## src/rtl/srd_pkg.sv

```systemverilog
// Shared types and constants for the sync port record deframer.
// No dependencies; used by every other file of the block.
`timescale 1ns / 1ps

package srd_pkg;

   // Header pattern: HDR_A, HDR_B, HDR_A
   localparam logic [7:0] HDR_A = 8'd255;
   localparam logic [7:0] HDR_B = 8'd130;

   // Value bytes per record (1 to 15); only the first four reach the value
   localparam int VALUE_BYTES = 4;
   localparam int POS_W       = 4;

   localparam int BYTE_W   = 8;
   localparam int PORT_W   = 8;
   localparam int VALUE_W  = 32;
   localparam int MASK_W   = 64;
   localparam int MASK_CNT = 4;
   localparam int CSR_IDX_W = 8;

   // Register indexes of the configuration port
   typedef enum logic [CSR_IDX_W-1:0] {
      CSR_PORT_MASK_0 = 8'd0,
      CSR_PORT_MASK_1 = 8'd1,
      CSR_PORT_MASK_2 = 8'd2,
      CSR_PORT_MASK_3 = 8'd3
   } csr_index_type;

   // A record finished by the current word, before the port filter
   typedef struct packed {
      logic               done;
      logic [PORT_W-1:0]  port;
      logic [VALUE_W-1:0] value;
   } rec_type;

endpackage

```

## src/rtl/srd_if.sv

```systemverilog
// Valid/ready channel interfaces for the deframer's input and result words.
// Depends on srd_pkg for field widths.
`timescale 1ns / 1ps

interface srd_req_if;
   logic                       valid;
   logic                       ready;
   logic [srd_pkg::BYTE_W-1:0] rx_byte;
   logic                       chunk_end;

   modport source (output valid, output rx_byte, output chunk_end, input ready);
   modport sink   (input valid, input rx_byte, input chunk_end, output ready);
endinterface

interface srd_rsp_if;
   logic                        valid;
   logic                        ready;
   logic [srd_pkg::PORT_W-1:0]  port_id;
   logic [srd_pkg::VALUE_W-1:0] port_value;

   modport source (output valid, output port_id, output port_value, input ready);
   modport sink   (input valid, input port_id, input port_value, output ready);
endinterface

```

## src/rtl/sync_port_record_deframer_unit.sv

```systemverilog
// Top level of the sync port record deframer: channel handshakes, result register.
// Depends on srd_pkg, srd_if, srd_frame and srd_mask.
`timescale 1ns / 1ps

// Takes one received word per cycle on req_chan and returns (port, value) records on
// rsp_chan. Each word is processed in the cycle it is accepted; a finished record whose
// port is set in the mask appears on rsp_chan the next cycle. Throughput is one word per
// clock: req_chan.ready is high whenever the result register is empty or is being taken
// in the same cycle, so a consumer that always takes results never stalls the input.
// The four 64-bit port masks are written through csr_we/csr_index/csr_wdata; indexes
// above 3 are ignored. Write them only while no word is in flight.

module sync_port_record_deframer_unit (
   input  logic                          clock,
   input  logic                          reset,
   srd_req_if.sink                       req_chan,
   srd_rsp_if.source                     rsp_chan,
   input  logic                          csr_we,
   input  logic [srd_pkg::CSR_IDX_W-1:0] csr_index,
   input  logic [srd_pkg::MASK_W-1:0]    csr_wdata
);
   import srd_pkg::*;

   rec_type            rec;
   logic               hit;
   logic               accept;
   logic               emit;

   logic               rsp_valid_ff;
   logic [PORT_W-1:0]  rsp_port_ff;
   logic [VALUE_W-1:0] rsp_value_ff;

   assign req_chan.ready = !rsp_valid_ff || rsp_chan.ready;
   assign accept         = req_chan.valid && req_chan.ready;
   assign emit           = rec.done && hit;

   srd_frame u_frame (
      .clock     (clock),
      .reset     (reset),
      .accept    (accept),
      .rx_byte   (req_chan.rx_byte),
      .chunk_end (req_chan.chunk_end),
      .rec       (rec)
   );

   srd_mask u_mask (
      .clock     (clock),
      .reset     (reset),
      .csr_we    (csr_we),
      .csr_index (csr_index),
      .csr_wdata (csr_wdata),
      .port      (rec.port),
      .hit       (hit)
   );

   always_ff @(posedge clock) begin
      if (reset) begin
         rsp_valid_ff <= 1'b0;
      end else if (accept) begin
         rsp_valid_ff <= emit;
      end else if (rsp_chan.ready) begin
         rsp_valid_ff <= 1'b0;
      end
   end

   always_ff @(posedge clock) begin
      if (emit) begin
         rsp_port_ff  <= rec.port;
         rsp_value_ff <= rec.value;
      end
   end

   assign rsp_chan.valid      = rsp_valid_ff;
   assign rsp_chan.port_id    = rsp_port_ff;
   assign rsp_chan.port_value = rsp_value_ff;

   a_emit_needs_word: assert property (@(posedge clock) disable iff (reset)
      $rose(rsp_valid_ff) |-> $past(accept))
      else $error("result raised without an accepted word");

   a_no_overwrite: assert property (@(posedge clock) disable iff (reset)
      (rsp_valid_ff && !rsp_chan.ready) |-> !accept)
      else $error("word accepted while result stalled");

   a_masked_only: assert property (@(posedge clock) disable iff (reset)
      emit |-> rec.done)
      else $error("result without finished record");

endmodule

```

## src/rtl/srd_mask.sv

```systemverilog
// Port registration mask registers, written through the CSR port,
// and the per-port lookup. Depends on srd_pkg.
`timescale 1ns / 1ps

module srd_mask (
   input  logic                          clock,
   input  logic                          reset,
   input  logic                          csr_we,
   input  logic [srd_pkg::CSR_IDX_W-1:0] csr_index,
   input  logic [srd_pkg::MASK_W-1:0]    csr_wdata,
   input  logic [srd_pkg::PORT_W-1:0]    port,
   output logic                          hit
);
   import srd_pkg::*;

   logic [MASK_W-1:0] mask_ff [MASK_CNT];

   always_ff @(posedge clock) begin
      if (reset) begin
         for (int i = 0; i < MASK_CNT; i++) begin
            mask_ff[i] <= '0;
         end
      end else if (csr_we) begin
         unique case (csr_index)
            CSR_PORT_MASK_0: mask_ff[0] <= csr_wdata;
            CSR_PORT_MASK_1: mask_ff[1] <= csr_wdata;
            CSR_PORT_MASK_2: mask_ff[2] <= csr_wdata;
            CSR_PORT_MASK_3: mask_ff[3] <= csr_wdata;
            default: ;
         endcase
      end
   end

   // upper two bits pick the register, lower six the bit
   assign hit = mask_ff[port[7:6]][port[5:0]];

endmodule

```

## src/rtl/srd_frame.sv

```systemverilog
// Header search and record assembly, one received word per accepted cycle.
// Depends on srd_pkg; reports each finished record before port filtering.
`timescale 1ns / 1ps

module srd_frame (
   input  logic                       clock,
   input  logic                       reset,
   input  logic                       accept,
   input  logic [srd_pkg::BYTE_W-1:0] rx_byte,
   input  logic                       chunk_end,
   output srd_pkg::rec_type           rec
);
   import srd_pkg::*;

   logic               hdr_ff, hdr_in;
   logic [BYTE_W-1:0]  old_ff, old_in;
   logic [BYTE_W-1:0]  new_ff, new_in;
   logic [1:0]         fill_ff, fill_in;
   logic [POS_W-1:0]   pos_ff, pos_in;
   logic [PORT_W-1:0]  port_ff, port_in;
   logic [VALUE_W-1:0] acc_ff, acc_in;

   logic [POS_W-1:0]   k;
   logic [VALUE_W-1:0] acc_merge;
   logic               done;

   always_comb begin
      hdr_in  = hdr_ff;
      old_in  = old_ff;
      new_in  = new_ff;
      fill_in = fill_ff;
      pos_in  = pos_ff;
      port_in = port_ff;
      acc_in  = acc_ff;
      done    = 1'b0;
      k       = pos_ff - POS_W'(1);
      acc_merge = acc_ff;
      // bytes past the fourth are consumed without touching the value
      if (k[POS_W-1:2] == '0) begin
         acc_merge = acc_ff | (VALUE_W'(rx_byte) << {k[1:0], 3'b000});
      end

      if (!hdr_ff) begin
         if (fill_ff == 2'd2 && old_ff == HDR_A && new_ff == HDR_B && rx_byte == HDR_A) begin
            hdr_in = 1'b1;
            pos_in = '0;
            acc_in = '0;
         end
         old_in = new_ff;
         new_in = rx_byte;
         if (fill_ff != 2'd2) begin
            fill_in = fill_ff + 2'd1;
         end
      end else if (pos_ff == '0) begin
         port_in = rx_byte;
         acc_in  = '0;
         pos_in  = POS_W'(1);
      end else if (pos_ff >= POS_W'(VALUE_BYTES)) begin
         done   = 1'b1;
         pos_in = '0;
         acc_in = '0;
      end else begin
         acc_in = acc_merge;
         pos_in = pos_ff + POS_W'(1);
      end

      if (chunk_end) begin
         hdr_in  = 1'b0;
         old_in  = '0;
         new_in  = '0;
         fill_in = '0;
         pos_in  = '0;
         port_in = '0;
         acc_in  = '0;
      end
   end

   always_ff @(posedge clock) begin
      if (reset) begin
         hdr_ff  <= 1'b0;
         old_ff  <= '0;
         new_ff  <= '0;
         fill_ff <= '0;
         pos_ff  <= '0;
         port_ff <= '0;
         acc_ff  <= '0;
      end else if (accept) begin
         hdr_ff  <= hdr_in;
         old_ff  <= old_in;
         new_ff  <= new_in;
         fill_ff <= fill_in;
         pos_ff  <= pos_in;
         port_ff <= port_in;
         acc_ff  <= acc_in;
      end
   end

   assign rec.done  = accept && done;
   assign rec.port  = port_ff;
   assign rec.value = acc_merge;

   a_pos_range: assert property (@(posedge clock) disable iff (reset)
      pos_ff <= POS_W'(VALUE_BYTES))
      else $error("record position past value length");

   a_no_rec_before_hdr: assert property (@(posedge clock) disable iff (reset)
      !hdr_ff |-> (pos_ff == '0 && acc_ff == '0))
      else $error("record progress without header");

   a_chunk_clear: assert property (@(posedge clock) disable iff (reset)
      (accept && chunk_end) |=> (!hdr_ff && fill_ff == '0 && pos_ff == '0))
      else $error("state not cleared at chunk end");

   a_fill_sat: assert property (@(posedge clock) disable iff (reset)
      hdr_ff |-> fill_ff == 2'd2)
      else $error("header found before window filled");

endmodule
```

## src/flat_wrapper.sv

```systemverilog
// flat-port wrapper written by rule: the top's interface ports become plain ports
module sync_port_record_deframer_unit_flat import srd_pkg::*;
  (clock, reset, csr_we, csr_index, csr_wdata, req_chan_valid, req_chan_rx_byte, req_chan_chunk_end, req_chan_ready, rsp_chan_valid, rsp_chan_port_id, rsp_chan_port_value, rsp_chan_ready);
  srd_req_if req_chan_i ();
  srd_rsp_if rsp_chan_i ();
  input  logic clock;
  input  logic reset;
  input  logic csr_we;
  input  logic [srd_pkg::CSR_IDX_W-1:0] csr_index;
  input  logic [srd_pkg::MASK_W-1:0] csr_wdata;
  input wire logic [$bits(req_chan_i.valid)-1:0] req_chan_valid;
  input wire logic [$bits(req_chan_i.rx_byte)-1:0] req_chan_rx_byte;
  input wire logic [$bits(req_chan_i.chunk_end)-1:0] req_chan_chunk_end;
  output wire logic [$bits(req_chan_i.ready)-1:0] req_chan_ready;
  output wire logic [$bits(rsp_chan_i.valid)-1:0] rsp_chan_valid;
  output wire logic [$bits(rsp_chan_i.port_id)-1:0] rsp_chan_port_id;
  output wire logic [$bits(rsp_chan_i.port_value)-1:0] rsp_chan_port_value;
  input wire logic [$bits(rsp_chan_i.ready)-1:0] rsp_chan_ready;
  assign req_chan_i.valid = req_chan_valid;
  assign req_chan_i.rx_byte = req_chan_rx_byte;
  assign req_chan_i.chunk_end = req_chan_chunk_end;
  assign req_chan_ready = req_chan_i.ready;
  assign rsp_chan_valid = rsp_chan_i.valid;
  assign rsp_chan_port_id = rsp_chan_i.port_id;
  assign rsp_chan_port_value = rsp_chan_i.port_value;
  assign rsp_chan_i.ready = rsp_chan_ready;
  sync_port_record_deframer_unit u_core (.clock(clock), .reset(reset), .req_chan(req_chan_i), .rsp_chan(rsp_chan_i), .csr_we(csr_we), .csr_index(csr_index), .csr_wdata(csr_wdata));
endmodule
```

## config.mk

```make
export PLATFORM = sky130hd
export DESIGN_NAME = sync_port_record_deframer_unit_flat
export DESIGN_NICKNAME = d
export VERILOG_FILES = /design/src/rtl/srd_pkg.sv /design/src/rtl/srd_if.sv /design/src/rtl/sync_port_record_deframer_unit.sv /design/src/rtl/srd_mask.sv /design/src/rtl/srd_frame.sv /design/src/flat_wrapper.sv
export SDC_FILE = /design/constraint.sdc
export NUM_CORES = 1
export LEC_CHECK = 0
export BUFFER_PORTS_ARGS = -buffer_cell sky130_fd_sc_hd__buf_2
export CAP_MARGIN = 20
export CORE_MARGIN = 10
export CORE_UTILIZATION = 50
export DETAILED_ROUTE_END_ITERATION = 16
export PLACE_DENSITY = 0.76
export SLEW_MARGIN = 5
export SYNTH_ARGS = -nofsm -noshare
export SYNTH_HDL_FRONTEND = slang
export SYNTH_SLANG_ARGS = --single-unit
```

## constraint.sdc

```tcl
create_clock -name clock -period 8.62 [get_ports clock]
set_input_delay 0.431 -clock clock [delete_from_list [all_inputs] [get_ports clock]]
set_output_delay 0.431 -clock clock [all_outputs]
set_load 0.01 [all_outputs]
```

==> impl_metrics.toml <==
[yosys]
synth_area_sq_um = 15700
synth_top_area_share_pct = 56.5
synth-edff-count = 296
yosys-top-cells-area = "edfxtp_1 57%, and2_1 10%, dfxtp_1 8.4%, mux4_2 7.4%, a22oi_1 1.8%"
synth-seq-cells = 362
syn_area_per_cell_sq_um = 14.4
ys_seq_area_share_pct = 64.9
async_flop_share_pct = 0
ys_warn_count = 0
yosysUniqueCellTypes = 59
synth-main-ff-cell = "edfxtp_1"
yosysTopAreaCell = "edfxtp_1"
synth_cells = 1088
syn_nets = 1177

[status]
status = "completed"

[routing]
dr.pass1.iters = 5
route.detailed.drc = 0
drtIter0Drc = 916
totalWireLength_mm = 35.9
viasPerCell = 5.86
vias = 9554
drt.antenna.violating_nets = 0
wl_per_cell_microns = 22.0

[layout]
num-fill-cells = 2357
register_area_sq_um = 10200
fin_nets = 1296
areaGrowthSynthToFinish_pct = 13.6
drive_above_1_share_pct = 23.2
multi_input_area_sq_um = 5220
fin_util_pct = 57.9

[critical_path]
crit_required_ps = 8820
cp_max_fo = 40
crit_chain = "buf_4 -> mux4_2 -> a22o_1 -> a221oi_1 -> o22ai_1 -> o22ai_1 -> nor3_2 -> buf_4"
cp_slowest_cell = "dfxtp_4"
start_kind = "flop"
worstSetupPathType = "reg2reg"
crit_arrival_ps = 3850
crit_path_end_kind = "flop"
crit_path_max_incr_delay_ps = 650

[sta]
hold-worst-slack_ps = 217
hold_viol = 0
relSlewSlack_pct = 32.0
period_needed_ps = 3660
max_freq_ghz = 0.273
tns_ps = 0
setup_violations = 0
rsz0062_at_grt = "false"
fin_crit_sh_pct = 42.4
worstMarginPinSlew_ps = 1020
fin_skew_ps = 23.1
drv_slew = 0

[power]
pwr-share-clk_pct = 41.3
p_switching_w = 0.000736
p_seq_share_pct = 55.1
p_per_area_nw_per_um2 = 200
p_leak_nw = 6.41
power.internal_w = 0.00283
p_sw_share_pct = 20.6
pwr-share-comb_pct = 3.6
vdd_ir_drop_max_v = 0.000125

[place]
hpwl_mm = 21.9
port_buffers = 127
globalplace.congestion = 0.838

[global_route]
antenna_found_initial = 4
grt.overflow.total = 0
grt_pass1_vias = 9771
grt_pass1_wl_mm = 56.1
grt_max_degree = 74
globalRouteTotalUtil_pct = 18.3

[clock_network]
post_cts_buffers = 0
holdBufCountCts = 0
cts_made_buffers = 37
clk_path_buf_depth = 3
htreeDepth = 2
clkTransAtPathRegs_ps = 60
cts_sinks = 362
clock-root-buffer = "clkbuf_16"
cts_tree = "yes"
clock_latency_ps = 520
cts_resized = 0

[flow_run]
drv_cap = 0

[die]
die_h_microns = 197
rows = 64
core_sq_um = 30800
design.die.area_sq_um = 38900
ios = 128
die_x_microns = 197
start_util_pct = 51.0

[min_path]
holdCritPathClass = "in2reg"
==> area by class of cell <==
cell class / instances / area share (%)
tap: 396 / 2.77
sequential: 362 / 57.2
clock inverter: 17 / 0.638
antenna: 1 / 0.0140
clock buffer: 49 / 5.56
timing repair buffer: 146 / 4.36
inverter: 10 / 0.210
multi-input combinational: 650 / 29.2
==> placed cells by master, fill, tap and decap left out, drive strengths merged, types with 9 or more instances in the layout <==
| cell type | instances |
|---|---|
| a21o | 34 |
| a21oi | 17 |
| a22oi | 58 |
| and2 | 259 |
| buf | 146 |
| clkbuf | 49 |
| clkinv | 17 |
| dfxtp | 66 |
| edfxtp | 296 |
| inv | 9 |
| mux2i | 28 |
| mux4 | 52 |
| nand2 | 21 |
| nand2b | 10 |
| nand4 | 12 |
| nor2 | 65 |
| nor3 | 11 |
| o22ai | 11 |
==> metal layers <==
metal  vias to the layer above  global-route usage (%)  part of all wire, %
met5                         -                       0                0.058
met4                         4                    5.81                  2.6
met3                        73                    3.99                  8.3
met2                       381                    30.3                   48
met1                      4774                    23.7                   41
li1                       4322                       -                    -
==> critical path: cells and delay by family (launching register included) <==
family | cells | cell delay (ps)
buffers and inverters | 2 | 900
flip-flops | 1 | 650
AO/OA/AOI/OAI | 4 | 1100
multiplexers | 1 | 580
AND/OR/NAND/NOR | 1 | 80
==> flip-flops by register name, indices dropped and copies added, names as in the netlist, named ones only <==
register,count
u_core.u_mask.mask_ff,256
u_core.rsp_chan.port_value,32
u_core.u_frame.acc_ff,32
u_core.rsp_chan.port_id,8
u_core.u_frame.new_ff,8
u_core.u_frame.old_ff,8
u_core.u_frame.port_ff,8
u_core.u_frame.pos_ff,4
u_core.u_frame.fill_ff,2
u_core.rsp_chan.valid,1
u_core.u_frame.hdr_ff,1
==> path summary, 6_finish.rpt <==
kind | start | to | slack, ps | cells after the start
setup / recovery | flop | u_core.rsp_chan.port_value[4] | 4960 | 8
hold / removal | csr_wdata[33] | u_core.u_mask.mask_ff[2][33] | 220 | 2
setup reg to reg | flop | u_core.rsp_chan.port_value[4] | 4960 | 8
hold reg to reg | u_core.u_frame.port_ff[7] | u_core.rsp_chan.port_id[7] | 440 | 0
==> logic make-up after synthesis <==
group,after synthesis,share of synthesized area (%)
buf+inv,76,2.37
flops,362,64.9
simple gates,402,14.8
fa+ha+maj,3,0.239
compound gates,162,8.17
xor+xnor,1,0.0557
mux,82,9.38
==> power groups by stage <==
stage / Combinational [W] / Sequential [W] / Clock (W)
final: 0.000129 / 0.00197 / 0.00147
after global routing: 0.000139 / 0.00197 / 0.00157
after CTS: 0.000130 / 0.00197 / 0.00149
after detailed placement: 0.000130 / 0.00201 / 0
after global placement: 0.000127 / 0.00200 / 0
after floorplan: 0.0000641 / 0.00200 / 0
==> stage by stage <==
stage | instance area [sq um] | power [W] | instances | setup slack, ps
global route | 17900 | 0.00368 | 1631 | 4710
floorplan | 15700 | 0.00206 | 1088 | 3750
finish | 17900 | 0.00357 | 1631 | 4960
detailed placement | 16700 | 0.00213 | 1564 | 4950
CTS | 17900 | 0.00359 | 1630 | 4940
global placement | 16700 | 0.00213 | 1563 | 5000
==> cell usage after synthesis, drive strengths merged (2+ instances only) <==
cell and instances:
a211oi 5, dfxtp 66, ha 3, mux2i 28, a2111oi 2, o21ai 8
a22o 5, mux4 52, a22oi 58, or2 2, nor4 5, o22ai 11
clkbuf 44, nor3 11, nor2b 4, mux2 2, nand4 12, a21o 34
o32ai 2, edfxtp 296, o21bai 4, a221oi 5, nor2 65, nand4b 2
nand2 21, a21oi 17, nand2b 10, and3 2, inv 9, buf 22
o211ai 2, nand3 2, and2 259
Power figures use the tool's default switching activity.
